<file path="src/sv/kiac_pkg.sv">
package kiac_pkg;

  typedef enum logic [2:0] {
    MODE_UNSET  = 3'd0,
    MODE_EXIT   = 3'd1,
    MODE_SET    = 3'd2,
    MODE_ENTRY  = 3'd3,
    MODE_ALARM  = 3'd4,
    MODE_REPORT = 3'd5
  } mode_t;

  localparam logic [1:0] LAMP_OFF   = 2'd0;
  localparam logic [1:0] LAMP_ON    = 2'd1;
  localparam logic [1:0] LAMP_BLINK = 2'd2;

  localparam logic [1:0] REASON_NONE    = 2'd0;
  localparam logic [1:0] REASON_WRONG   = 2'd1;
  localparam logic [1:0] REASON_ZONE    = 2'd2;
  localparam logic [1:0] REASON_TIMEOUT = 2'd3;

  localparam logic [3:0] KEY_B = 4'd11;
  localparam logic [3:0] KEY_C = 4'd12;

  localparam logic [2:0] REG_SECRET_CODE   = 3'd0;
  localparam logic [2:0] REG_EXIT_SECONDS  = 3'd1;
  localparam logic [2:0] REG_ENTRY_SECONDS = 3'd2;
  localparam logic [2:0] REG_ALARM_SECONDS = 3'd3;
  localparam logic [2:0] REG_WRONG_LIMIT   = 3'd4;

  localparam logic [15:0] SECRET_CODE_RESET   = 16'h1234;
  localparam logic [7:0]  EXIT_SECONDS_RESET  = 8'd60;
  localparam logic [7:0]  ENTRY_SECONDS_RESET = 8'd120;
  localparam logic [7:0]  ALARM_SECONDS_RESET = 8'd120;
  localparam logic [3:0]  WRONG_LIMIT_RESET   = 4'd3;

  typedef struct packed {
    logic       tick;
    logic       key_valid;
    logic [3:0] key_value;
    logic [7:0] switches;
  } in_item_t;

  typedef struct packed {
    logic [2:0] mode;
    logic [2:0] digits_entered;
    logic [1:0] indicator;
    logic [1:0] alarm_reason;
    logic [2:0] tripped_zone;
  } out_item_t;

  typedef struct packed {
    logic [15:0] secret_code;
    logic [7:0]  exit_seconds;
    logic [7:0]  entry_seconds;
    logic [7:0]  alarm_seconds;
    logic [3:0]  wrong_limit;
  } cfg_regs_t;

  typedef struct packed {
    logic       full_nz;
    logic       ee_nz;
    logic [2:0] top_zone;
  } zone_info_t;

endpackage

</file>
<file path="src/sv/kiac_regs.sv">
module kiac_regs
  import kiac_pkg::*;
(
  input  logic        clk,
  input  logic        rst,
  input  logic        cfg_we,
  input  logic [2:0]  cfg_index,
  input  logic [15:0] cfg_data,
  output cfg_regs_t   cfg
);

  always_ff @(posedge clk) begin
    if (rst) begin
      cfg.secret_code   <= SECRET_CODE_RESET;
      cfg.exit_seconds  <= EXIT_SECONDS_RESET;
      cfg.entry_seconds <= ENTRY_SECONDS_RESET;
      cfg.alarm_seconds <= ALARM_SECONDS_RESET;
      cfg.wrong_limit   <= WRONG_LIMIT_RESET;
    end else if (cfg_we) begin
      case (cfg_index)
        REG_SECRET_CODE:   cfg.secret_code   <= cfg_data;
        REG_EXIT_SECONDS:  cfg.exit_seconds  <= cfg_data[7:0];
        REG_ENTRY_SECONDS: cfg.entry_seconds <= cfg_data[7:0];
        REG_ALARM_SECONDS: cfg.alarm_seconds <= cfg_data[7:0];
        REG_WRONG_LIMIT:   cfg.wrong_limit   <= cfg_data[3:0];
        default: ;
      endcase
    end
  end

endmodule

</file>
<file path="src/sv/kiac_zone.sv">
module kiac_zone
  import kiac_pkg::*;
(
  input  logic [7:0] switches,
  output zone_info_t zone
);

  // Divide by ten as a multiply by 205/2048, exact for all 8-bit inputs.
  logic [15:0] prod;
  logic [4:0]  quot;
  logic [7:0]  full;
  logic [7:0]  rem;

  assign prod = 16'(switches) * 16'd205;
  assign quot = prod[15:11];
  assign full = 8'(quot) * 8'd10;
  assign rem  = switches - full;

  always_comb begin
    zone.full_nz  = (full != 8'd0);
    zone.ee_nz    = (rem != 8'd0);
    zone.top_zone = 3'd0;
    for (int i = 0; i < 8; i++) begin
      if (full[i]) zone.top_zone = 3'(i);
    end
  end

endmodule

</file>
<file path="src/sv/kiac_core.sv">
module kiac_core
  import kiac_pkg::*;
#(
  parameter int CODE_DIGITS = 4
) (
  input  logic       clk,
  input  logic       rst,
  input  logic       advance,
  input  in_item_t   item,
  input  zone_info_t zone,
  input  cfg_regs_t  cfg,
  output out_item_t  result
);

  localparam int W  = 4 * CODE_DIGITS;
  localparam int CW = $clog2(CODE_DIGITS + 1);

  mode_t         mode, mode_next;
  logic [W-1:0]  code_buf, code_buf_next;
  logic [CW-1:0] cnt, cnt_next;
  logic [3:0]    tries, tries_next;
  logic [7:0]    secs, secs_next;
  logic [1:0]    lamp, lamp_next;
  logic [1:0]    reason, reason_next;
  logic [2:0]    zone_reg, zone_next;

  logic [7:0]    secs_t;
  logic [W-1:0]  buf_e;
  logic [CW-1:0] cnt_e;
  logic          submit;
  logic          match;
  logic [W+15:0] code_wide;
  logic [W-1:0]  code_ext;
  logic [3:0]    tries_inc;
  logic [3:0]    limit;
  logic          go;
  mode_t         go_mode;
  logic [CW+2:0] cnt_wide;

  assign code_wide = {{W{1'b0}}, cfg.secret_code};
  assign code_ext  = code_wide[W-1:0];
  assign secs_t    = (item.tick && secs != 8'hFF) ? secs + 8'd1 : secs;
  assign tries_inc = (tries == 4'hF) ? tries : tries + 4'd1;
  assign limit     = (cfg.wrong_limit == 4'd0) ? 4'd1 : cfg.wrong_limit;

  // Buffer editing while the buffer is not full: digits shift in at the bottom, C drops the last digit.
  always_comb begin
    buf_e = code_buf;
    cnt_e = cnt;
    if (item.key_valid && cnt != CW'(CODE_DIGITS)) begin
      if (item.key_value <= 4'd9) begin
        buf_e = (code_buf << 4) | W'(item.key_value);
        cnt_e = cnt + CW'(1);
      end else if (item.key_value == KEY_C && cnt != CW'(0)) begin
        buf_e = code_buf >> 4;
        cnt_e = cnt - CW'(1);
      end
    end
  end

  assign submit = item.key_valid && item.key_value == KEY_B && cnt_e == CW'(CODE_DIGITS);
  assign match  = (buf_e == code_ext);

  // Next-state logic.
  always_comb begin
    mode_next     = mode;
    code_buf_next = code_buf;
    cnt_next      = cnt;
    tries_next    = tries;
    secs_next     = secs_t;
    lamp_next     = lamp;
    reason_next   = reason;
    zone_next     = zone_reg;
    go            = 1'b0;
    go_mode       = MODE_UNSET;
    case (mode)
      MODE_UNSET, MODE_EXIT: begin
        if (mode == MODE_EXIT && secs_t >= cfg.exit_seconds) begin
          go      = 1'b1;
          go_mode = MODE_SET;
        end else if (mode == MODE_EXIT && zone.full_nz) begin
          reason_next = REASON_ZONE;
          zone_next   = zone.top_zone;
          go          = 1'b1;
          go_mode     = MODE_ALARM;
        end else begin
          code_buf_next = buf_e;
          cnt_next      = cnt_e;
          if (submit) begin
            if (match) begin
              go      = 1'b1;
              go_mode = (mode == MODE_UNSET) ? MODE_EXIT : MODE_UNSET;
            end else begin
              code_buf_next = '0;
              cnt_next      = '0;
              tries_next    = tries_inc;
              if (tries_inc >= limit) begin
                reason_next = REASON_WRONG;
                zone_next   = 3'd0;
                go          = 1'b1;
                go_mode     = MODE_ALARM;
              end
            end
          end
        end
      end
      MODE_SET: begin
        if (zone.full_nz) begin
          reason_next = REASON_ZONE;
          zone_next   = zone.top_zone;
          go          = 1'b1;
          go_mode     = MODE_ALARM;
        end else if (zone.ee_nz) begin
          go      = 1'b1;
          go_mode = MODE_ENTRY;
        end
      end
      MODE_ENTRY: begin
        if (secs_t >= cfg.entry_seconds) begin
          reason_next = REASON_TIMEOUT;
          zone_next   = 3'd0;
          go          = 1'b1;
          go_mode     = MODE_ALARM;
        end else if (zone.full_nz) begin
          reason_next = REASON_ZONE;
          zone_next   = zone.top_zone;
          go          = 1'b1;
          go_mode     = MODE_ALARM;
        end else begin
          code_buf_next = buf_e;
          cnt_next      = cnt_e;
          if (submit) begin
            if (match) begin
              go      = 1'b1;
              go_mode = MODE_UNSET;
            end else begin
              code_buf_next = '0;
              cnt_next      = '0;
            end
          end
        end
      end
      MODE_ALARM: begin
        if (secs_t >= cfg.alarm_seconds) lamp_next = LAMP_OFF;
        code_buf_next = buf_e;
        cnt_next      = cnt_e;
        if (submit) begin
          if (match) begin
            go      = 1'b1;
            go_mode = MODE_REPORT;
          end else begin
            code_buf_next = '0;
            cnt_next      = '0;
          end
        end
      end
      MODE_REPORT: begin
        code_buf_next = buf_e;
        cnt_next      = cnt_e;
        if (item.key_valid && item.key_value == KEY_C) begin
          reason_next = REASON_NONE;
          zone_next   = 3'd0;
          go          = 1'b1;
          go_mode     = MODE_UNSET;
        end
      end
      default: begin
        go      = 1'b1;
        go_mode = MODE_UNSET;
      end
    endcase
    if (go) begin
      mode_next     = go_mode;
      code_buf_next = '0;
      cnt_next      = '0;
      tries_next    = 4'd0;
      secs_next     = 8'd0;
      if (go_mode == MODE_EXIT || go_mode == MODE_ENTRY) begin
        lamp_next = LAMP_BLINK;
      end else if (go_mode == MODE_ALARM) begin
        lamp_next = LAMP_ON;
      end else begin
        lamp_next = LAMP_OFF;
      end
    end
  end

  // Result fields show the state after the item.
  assign cnt_wide = {3'b000, cnt_next};

  always_comb begin
    result.mode           = mode_next;
    result.digits_entered = cnt_wide[2:0];
    result.indicator      = lamp_next;
    result.alarm_reason   = reason_next;
    result.tripped_zone   = (reason_next == REASON_ZONE) ? zone_next : 3'd0;
  end

  always_ff @(posedge clk) begin
    if (rst) begin
      mode     <= MODE_UNSET;
      code_buf <= '0;
      cnt      <= '0;
      tries    <= 4'd0;
      secs     <= 8'd0;
      lamp     <= LAMP_OFF;
      reason   <= REASON_NONE;
      zone_reg <= 3'd0;
    end else if (advance) begin
      mode     <= mode_next;
      code_buf <= code_buf_next;
      cnt      <= cnt_next;
      tries    <= tries_next;
      secs     <= secs_next;
      lamp     <= lamp_next;
      reason   <= reason_next;
      zone_reg <= zone_next;
    end
  end

endmodule

</file>
<file path="src/sv/keypad_intruder_alarm_controller.sv">
// Keypad intruder alarm panel. Each input item carries a one-second tick, an
// optional decoded key and the sampled sensor switch word, and produces exactly
// one result item that shows the panel after the item: mode, digits held in the
// code buffer, lamp state, alarm reason and tripped zone. An item is taken into
// an input register, and when it moves on the whole mode update runs through
// one pass of logic into the panel state and the result register, so the
// block accepts one item per clock while out_stall is low, and a result is
// offered once its item has left the input register. The result register
// frees itself in the same cycle it is taken, so a steady stream runs at
// full rate while out_stall is low.
// The five configuration registers (stored code, exit, entry and alarm
// seconds, wrong-code limit) are written through cfg_we, cfg_index and
// cfg_data and should only change while no item is in flight.
module keypad_intruder_alarm_controller
  import kiac_pkg::*;
#(
  parameter int CODE_DIGITS = 4
) (
  input  logic        clk,
  input  logic        rst,
  input  logic        in_valid,
  output logic        in_stall,
  input  in_item_t    in_item,
  output logic        out_valid,
  input  logic        out_stall,
  output out_item_t   out_item,
  input  logic        cfg_we,
  input  logic [2:0]  cfg_index,
  input  logic [15:0] cfg_data
);

  cfg_regs_t  cfg;
  zone_info_t zone;
  out_item_t  result;
  in_item_t   s1_item;
  logic       s1_valid;
  logic       advance;

  // The input stage moves on whenever the result register is empty or is
  // being taken in this same cycle.
  assign advance  = s1_valid && (!out_valid || !out_stall);
  assign in_stall = s1_valid && !advance;

  always_ff @(posedge clk) begin
    if (rst) begin
      s1_valid <= 1'b0;
    end else if (in_valid && !in_stall) begin
      s1_valid <= 1'b1;
    end else if (advance) begin
      s1_valid <= 1'b0;
    end
  end

  always_ff @(posedge clk) begin
    if (in_valid && !in_stall) s1_item <= in_item;
  end

  kiac_regs u_regs (
    .clk       (clk),
    .rst       (rst),
    .cfg_we    (cfg_we),
    .cfg_index (cfg_index),
    .cfg_data  (cfg_data),
    .cfg       (cfg)
  );

  // The zone split works on the registered switch word.
  kiac_zone u_zone (
    .switches (s1_item.switches),
    .zone     (zone)
  );

  kiac_core #(
    .CODE_DIGITS (CODE_DIGITS)
  ) u_core (
    .clk     (clk),
    .rst     (rst),
    .advance (advance),
    .item    (s1_item),
    .zone    (zone),
    .cfg     (cfg),
    .result  (result)
  );

  always_ff @(posedge clk) begin
    if (rst) begin
      out_valid <= 1'b0;
    end else if (advance) begin
      out_valid <= 1'b1;
    end else if (!out_stall) begin
      out_valid <= 1'b0;
    end
  end

  always_ff @(posedge clk) begin
    if (advance) out_item <= result;
  end

endmodule

</file>
<file path="config.mk">
export PLATFORM = sky130hd
export DESIGN_NAME = keypad_intruder_alarm_controller
export DESIGN_NICKNAME = d
export VERILOG_FILES = /design/src/sv/kiac_pkg.sv /design/src/sv/kiac_regs.sv /design/src/sv/kiac_zone.sv /design/src/sv/kiac_core.sv /design/src/sv/keypad_intruder_alarm_controller.sv
export SDC_FILE = /design/constraint.sdc
export NUM_CORES = 1
export LEC_CHECK = 0
export ABC_CLOCK_PERIOD_IN_PS = 10100
export BUFFER_PORTS_ARGS = -buffer_cell sky130_fd_sc_hd__buf_2
export CELL_PAD_IN_SITES_DETAIL_PLACEMENT = 1
export CELL_PAD_IN_SITES_GLOBAL_PLACEMENT = 1
export CORE_UTILIZATION = 45
export DETAILED_ROUTE_END_ITERATION = 8
export GPL_TIMING_DRIVEN = 0
export PLACE_DENSITY = 0.86
export SYNTH_ARGS = -nofsm -noshare
export SYNTH_HDL_FRONTEND = slang
export SYNTH_SLANG_ARGS = --single-unit
</file>
<file path="constraint.sdc">
create_clock -name clk -period 10.1 [get_ports clk]
set_input_delay 2.02 -clock clk [delete_from_list [all_inputs] [get_ports clk]]
set_output_delay 2.02 -clock clk [all_outputs]
set_load 0.05 [all_outputs]
</file>
# Yosys cells after proc, flatten, opt, wreduce, memory -nomap -nowiden
# Index checks and enable logic that the tools add are counted.
[word_totals] romBits=0 reg_bits=114 in_bits=38 mem_bits_rw=0 elab_cells=193 latch_bits=0 n_memories=0
[classes] shifts=0 n_mux=93 n_reduce_logical=35 n_bitwise=1 addsub=5 n_div=0 n_eq_ne=28 n_mul=2 n_lt_le_gt_ge=5
[ops] cell="$mux 16" n=10
[ops] cell="$mux 3" n=33
[ops] cell="$pmux 16 s4" n=1
[ops] cell="$pmux 3 s4" n=3
[ops] cell="$mux 4" n=8
[ops] cell="$mux 2" n=15
[ops] cell="$ge 8x8->1" n=3
[ops] cell="$mux 1" n=19
[ops] cell="$eq 16x16->1" n=1
[ops] cell="$mul 8x8->16 const B" n=1
[ops] cell="$mux 8" n=2
[ops] cell="$or 16x4->16" n=1
[ops] cell="$reduce_bool 8->1" n=2
[ops] cell="$eq 3x2->1 const B" n=5
[ops] cell="$eq 3x3->1 const B" n=5
[ops] cell="$eq 4x4->1 const B" n=3
[ops] cell="$reduce_and 6->1" n=2
[ops] cell="$logic_and 1x1->1" n=11
[ops] cell="$reduce_and 2->1" n=5
[ops] cell="$eq 3x1->1 const B" n=3
[ops] cell="$ne 3x2->1 const B" n=3
[ops] cell="$add 8x1->8 const B" n=1
[ops] cell="$ne 8x8->1 const B" n=1
[ops] cell="$pmux 2 s4" n=1
[ops] cell="20 further kinds" n=30

# Longest topological paths before layout
# Gate-level depths: netlist of the first run.
[depth] word_depth=15 depth_mapped=34 ltp_nobuf=33

# Cells and area by module
# From an unflattened synthesis of the first run, not the netlist that was laid out.
[unflattened] cells_unflattened=1020 area_unflattened_um2=9012.4
[by_module_without_submodules] mod="kiac_core" area_each_um2=4606.9 instances=1 cells_each=627
[by_module_without_submodules] mod="kiac_regs" area_each_um2=1816.7 instances=1 cells_each=174
[by_module_without_submodules] mod="kiac_zone" area_each_um2=1691.6 instances=1 cells_each=182
[by_module_without_submodules] mod="keypad_intruder_alarm_controller" area_each_um2=897.1 instances=1 cells_each=37

# Worst setup path before layout of the first run
# Ideal clock, no wire load.
[synth_path] path_kind="register to register" start="register s1_item[2] in the netlist's numbering" end="register u_core.tries[0]" t_required_ns=10.030 arrival_time_ns=7.660 setup_slack_ns=2.369 setup_ns=0.070 path_stages_with_launch=31 cell_sequence="edfxtp_1 -> ha_1 -> xor2_1 -> ha_1 -> fa_1 -> inv_1 -> fa_1 -> inv_1 -> ha_1 -> a211oi_2 -> nor2_1 -> a211o_1 -> a21oi_1 -> nor2b_1 -> nor2_1 -> nor2b_1 -> nor2_1 -> xnor2_1 -> ha_1 -> ha_1 -> fa_1 -> inv_1 -> ha_1 -> a211o_1 -> a211o_1 -> or4_1 -> o21ai_1 -> o311ai_4 -> or2_1 -> or4_1 -> a21oi_1"
[synth_via] elab_chain_len=9 word_cells_on_any_way=20 classes_between="1 x add/sub; 2 x mul; 3 x eq/ne; 8 x mux; 6 x reduce/logical"
[synth_lines] item="start: declaration" line_no="keypad_intruder_alarm_controller.sv:35" text="in_item_t s1_item;"
[synth_lines] item="start signal: assignment" line_no="keypad_intruder_alarm_controller.sv:55" text="if (in_valid && !in_stall) s1_item <= in_item;"
[synth_lines] item="$mul 8x8->16" line_no="kiac_zone.sv:14" text="assign prod = 16'(switches) * 16'd205;"
[synth_lines] item="$mul 5x3->7" line_no="kiac_zone.sv:16" text="assign full = 8'(quot) * 8'd10;"
[synth_lines] item="$sub 8x8->8 or $reduce_bool 8->1 (tied branches)" line_no="kiac_zone.sv:17, kiac_zone.sv:20"
[synth_lines] item="$reduce_bool 8->1 or $logic_and 1x1->1 (tied branches)" line_no="kiac_zone.sv:21, kiac_core.sv:81"
[synth_lines] item="$mux 1, on equally long branches" line_no="kiac_core.sv:113, kiac_core.sv:81"
[synth_lines] item="$mux 1, on equally long branches" line_no="kiac_core.sv:108, kiac_core.sv:78"
[synth_lines] item="$pmux 1 s5" line_no="kiac_core.sv:76" text="case (mode)"
[synth_lines] item="$ne 2x2->1 (no source line) (tied with other cells)"
[synth_lines] item="$reduce_and 6->1 (no source line)"
[synth_lines] item="end signal: assignment" line_no="kiac_core.sv:213" text="tries <= tries_next;"
[synth_lines] item="end: declaration" line_no="kiac_core.sv:21" text="logic [3:0] tries, tries_next;"
# Several ways; a longest one is shown, not always the timed one.
# A chain may end at the register's enable or synchronous reset.

==> flow_summary.yaml, run 1 <==
grt:
  antenna_found_initial: 0
  grt_usage: 0.276
  grt_pass1_wl_mm: 40.0
  grt_pass1_vias: 7890
  grt_max_degree: 23
  grt_overflow: 0
synth:
  synth_nets: 1094
  synth_area_sq_um: 8300
  synthCells: 957
  ys_top_cells_by_area: "dfxtp_1 (21%), ha_1 (13%), edfxtp_1 (9.8%)"
  synth_edf_count: 27
  yosys_warnings: 0
  async_reset_ff_frac: 0
  synth.most_common_cell: "nand2_1"
  synth_common_cells: "nand2_1 (111), ha_1 (88), dfxtp_1 (87)"
  avgSynthCellArea_sq_um: 8.67
  ys_seq_area_frac: 0.308
  netlist.area_leader.share: 0.210
  ys_types: 88
  yosysTopAreaCell: "dfxtp_1"
  synth_ff_type: "dfxtp_1"
  synth.ff_latch_count: 114
sta:
  finalSetupTns_ns: 0
  finalSetupViolCount: 0
  clock.fmax_mhz: 112
  min_period_ns: 8.91
  slew_violations: 0
  max_slew_margin: 0.129
  fin_crit_sh: 0.883
  hold_violations: 0
  worstMarginPinSlew_ns: 1.31
  rsz0062_at_grt: "no"
  fin_skew_ns: 0.0115
setup_path:
  cpPeakStageDelay_ns: 0.55
  rr_worst_depth: 31
  worst-path-max-fanout: 10
  endpoint: "out_item[10]"
  crit_arrival_ns: 9.17
  required_ns: 10.36
  end_kind: "flip-flop"
  path_class: "flip-flop to flip-flop"
  cpMostUsedCell: "ha_1"
  r2r-start: "s1_item[2]"
  r2r_slack_ns: 1.19
  crit_buf_inv: 4
  critPathSlowestCell: "fa_1"
  cp_top_family: "adder cells"
  crit_start: "s1_item[2]"
  cp.depth: 31
  startpoint_type: "flip-flop"
  rr_endpoint: "out_item[10]"
detailed_routing:
  ant_nets: 0
  drtIter0Drc: 610
  drcViolationCount: 0
  dr.pass1.iters: 5
  via_count: 7688
  routed_via_density: 6.05
  routedLengthMet1_mm: 11.1
  top_layer_used: "met4"
  wl_met2_mm: 12.1
  wl_per_cell_um: 19.6
  wl_met3_mm: 1.24
  totalWireLength_mm: 24.9
die:
  start_util: 0.460
  die-area_sq_um: 19000
  core_area_sq_um: 18000
  dieHeight_um: 138
  num_rows: 49
  io_pins: 53
  die_w_um: 138
clock_tree:
  insertion_delay_ns: 0.44
  post_cts_resized: 0
  clockRootBuffer: "clkbuf_16"
  holdBufCountCts: 0
  numClockSinks: 114
  htreeDepth: 4
  cts_buffers: 17
  path_clk_slew_ns: 0.06
  clk_path_buf_depth: 2
  cts_setup_buffers: 0
  cts_tree: "built"
power_and_ir_drop:
  power_density_nw_per_um2: 213
  power_mw: 2.01
  cellLeakagePower_nw: 4.07
  vdd_drop_max_v: 0.000179
finish:
  n_antenna_cell: 0
  drive_gt1_frac: 0.128
  nets: 1165
  area_delta_synth_final_pct: 13.8
  largest_reg_flops: 44
  reg_top3: "u_regs.cfg: 44 flops, u_core.code_buf: 16 flops, s1_item: 14 flops"
  largest_register: "u_regs.cfg"
hold_path:
  hold_class: "flip-flop to flip-flop"
outcome:
  status: "completed"
job:
  maxCapViolCount: 0
placed_design:
  hpwl_mm: 18.5
  io_buffers: 52
  gp_congestion: 0.914
-- layer usage --
layer | GRT usage | vias to the layer above
li1 | - | 3638
met1 | 0.343 | 3795
met2 | 0.474 | 216
met3 | 0.0522 | 39
met4 | 0.0966 | 0
met5 | 0 | -
-- kinds of logic after synthesis --
kind of cell             after synthesis  synth area share
AO/OA/AOI/OAI                        263             0.230
XOR/XNOR                              31            0.0344
multiplexers                          11            0.0136
buffers and inverters                112            0.0555
adder cells (fa/ha/maj)               99             0.159
AND/OR/NAND/NOR                      327             0.200
flip-flops                           114             0.308
-- placed cells by master, fill, tap and decap left out, drive strengths merged, types with 10 or more instances in the layout --
master  instances
a32o           11
dfxtp          87
a211o          14
xnor2          21
edfxtp         27
and2           11
clkbuf         44
o21a           15
buf            68
o21ai          35
o211ai         10
nand3          37
nand2         112
nor3           11
and3           15
nand3b         11
ha             88
fa             11
a21o           13
inv            75
a21oi          76
nand2b         16
nor2           65
-- worst min-delay path by stage --
stage	start	end	depth (start not counted)
6_report	u_regs.cfg[36]	u_regs.cfg[36]	2
5_1_grt	u_regs.cfg[36]	u_regs.cfg[36]	2
4_1_cts	u_regs.cfg[36]	u_regs.cfg[36]	2
3_5_place_dp	u_regs.cfg[36]	u_regs.cfg[36]	2
3_3_place_gp	u_regs.cfg[14]	u_regs.cfg[14]	2
2_1_floorplan	u_regs.cfg[11]	u_regs.cfg[11]	2
-- per-stage QoR --
step                cell area (sq um)  worst slack, ns  cells  hold WS (ns)  utilization
global route                     9450            0.656   1270         0.480        0.524
CTS                              9440             1.17   1270         0.457        0.524
floorplan                        8300             2.37    957         0.436            -
finish                           9450             1.19   1270         0.456        0.524
global placement                 8840             1.51   1238         0.444        0.491
detailed placement               8840             1.25   1238         0.450        0.491
-- tightest hold or removal path, stage by stage, from the launching register on --
cell and delay [ns]:
dfxtp_1 0.31, nand2_1 0.05, a21oi_1 0.05
-- cell type report --
cell class                      count  area (sq um)
Tap cell                          229           287
Multi-Input combinational cell    731          5290
Clock buffer                       19           475
Inverter                           71           267
Fill cell                        2159          8580
Sequential cell                   114          2550
Buffer                             41           194
Clock inverter                     13           123
Timing Repair Buffer               52           260
-- power by group --
| group | total [mW] | leakage, nW | switching (mW) | internal, mW |
|---|---|---|---|---|
| clock network | 0.611 | 0.291 | 0.241 | 0.370 |
| registers | 0.508 | 0.966 | 0.0155 | 0.493 |
| logic | 0.889 | 2.82 | 0.529 | 0.360 |
| total | 2.01 | 4.07 | 0.786 | 1.22 |
No activity file was read; power rests on OpenSTA's default activity.
==> inputs of run 2 (changes only) <==
CORE_UTILIZATION = 48   (was 45)
PLACE_DENSITY = 0.9   (was 0.86)
==> run 2 against run 1 <==
Compared with the run above:
- critical path depth stayed put
- sequential cell count stayed put
- die area decreased by 6.2%
- combinational power is 1% higher
- clock power is 1% lower
- final cell count fell by 0.71%
- via count grew 2.5%
- critical endpoint unchanged
- highest routed layer unchanged
==> flow_summary.yaml, run 2 (same netlist as run 1, synthesis figures left out) <==
outcome:
  status: "completed"
grt:
  grt_overflow: 0
  grt_max_degree: 23
  grt_pass1_wl_mm: 42.4
  grt_usage: 0.304
  grt_pass1_vias: 8234
  antenna_found_initial: 0
sta:
  worst_hold_slack_ns: 0.459
  min_period_ns: 8.87
  hold_violations: 0
  finalSetupTns_ns: 0
  slew_violations: 0
  finalSetupViolCount: 0
  worstMarginPinSlew_ns: 1.31
  fin_skew_ns: 0.00908
  clock.fmax_mhz: 113
  rsz0062_at_grt: "no"
  max_slew_margin: 0.127
  fin_crit_sh: 0.878
finish:
  final_cell_area_sq_um: 9430
  mostFrequentLayoutCells: "nand2_1 (111), ha_1 (88), dfxtp_1 (87)"
  layout_commonest_cell: "nand2_1"
  area_delta_synth_final_pct: 13.6
  utilization: 0.563
  largest_register: "u_regs.cfg"
  largest_reg_flops: 44
  n_antenna_cell: 0
  reg_top3: "u_regs.cfg: 44 flops, u_core.code_buf: 16 flops, s1_item: 14 flops"
  nets: 1165
  drive_gt1_frac: 0.126
detailed_routing:
  dr.pass1.iters: 5
  via_count: 7882
  drtIter0Drc: 659
  routed_via_density: 6.25
  drcViolationCount: 0
  wl_per_cell_um: 21.0
  ant_nets: 0
  totalWireLength_mm: 26.4
die:
  start_util: 0.495
  die_w_um: 133
  core_area_sq_um: 16800
  io_pins: 53
  die-area_sq_um: 17800
  dieHeight_um: 133
  num_rows: 47
setup_path:
  cp_top_family: "adder cells"
  cpPeakStageDelay_ns: 0.55
  crit_arrival_ns: 9.12
  startpoint_type: "flip-flop"
  worst-path-max-fanout: 10
  cpMostUsedCell: "ha_1"
  path_class: "flip-flop to flip-flop"
  r2r_slack_ns: 1.23
  crit_buf_inv: 4
  end_kind: "flip-flop"
  required_ns: 10.35
  critPathSlowestCell: "fa_1"
clock_tree:
  path_clk_slew_ns: 0.06
  cts_buffers: 17
  cts_setup_buffers: 0
  numClockSinks: 114
  holdBufCountCts: 0
  clockRootBuffer: "clkbuf_16"
  htreeDepth: 4
  insertion_delay_ns: 0.43
  clk_path_buf_depth: 2
  cts_tree: "built"
  post_cts_resized: 0
placed_design:
  hpwl_mm: 19.1
  gp_congestion: 0.915
  place_area_sq_um: 8830
  io_buffers: 52
hold_path:
  hold_class: "flip-flop to flip-flop"
power_and_ir_drop:
  vdd_drop_max_v: 0.000126
  p_int_mw: 1.23
  power_frac_comb: 0.447
  swShare: 0.390
  power_frac_clock: 0.300
  cellLeakagePower_nw: 4.08
  switchingPower_mw: 0.786
  pwr-share-seq: 0.253
  power_density_nw_per_um2: 214
job:
  maxCapViolCount: 0
==> run 2: worst paths after layout <==
kind	from	to	cells after the start
max	s1_item[2]	out_item[10]	31
min	u_regs.cfg[5]	u_regs.cfg[5]	2
max reg2reg	s1_item[2]	out_item[10]	31
min reg2reg	u_regs.cfg[5]	u_regs.cfg[5]	2
==> run 2: power groups by stage <==
stage | combinational [mW] | clock (mW) | sequential (mW)
2_1_floorplan | 0.649 | 0 | 0.534
4_1_cts | 0.894 | 0.612 | 0.510
3_3_place_gp | 0.831 | 0 | 0.517
3_5_place_dp | 0.882 | 0 | 0.518
6_report | 0.900 | 0.605 | 0.510
5_1_grt | 0.994 | 0.630 | 0.512
==> run 2: through the flow <==
| stage | cells | power (mW) | setup slack (ns) |
|---|---|---|---|
| 3_5_place_dp | 1229 | 1.40 | 1.41 |
| 6_report | 1261 | 2.01 | 1.23 |
| 5_1_grt | 1261 | 2.14 | 0.659 |
| 2_1_floorplan | 957 | 1.18 | 2.37 |
| 4_1_cts | 1261 | 2.02 | 1.28 |
| 3_3_place_gp | 1229 | 1.35 | 1.51 |
==> run 2: cell type report <==
cell class / count / area, sq um
Fill cell: 2030 / 7330
Multi-Input combinational cell: 731 / 5290
Sequential cell: 114 / 2550
Clock buffer: 22 / 497
Tap cell: 220 / 275
Inverter: 71 / 267
Timing Repair Buffer: 52 / 260
Buffer: 41 / 194
Clock inverter: 10 / 95.1
==> run 2: worst reg2reg max path, delay by kind of cell (launching register included) <==
kind	cells	cell delay [ns]
simple gates	8	1.64
compound gates	8	2.03
xor+xnor	2	0.34
flops	1	0.52
fa+ha+maj	9	3.51
buf+inv	4	0.66
==> run 2: metal layers <==
| metal | routed length [um] | global-route usage |
|---|---|---|
| met1 | 11200 | 0.367 |
| met2 | 13100 | 0.534 |
| met3 | 1490 | 0.0624 |
| met4 | 624 | 0.107 |
| met5 | 0 | 0 |
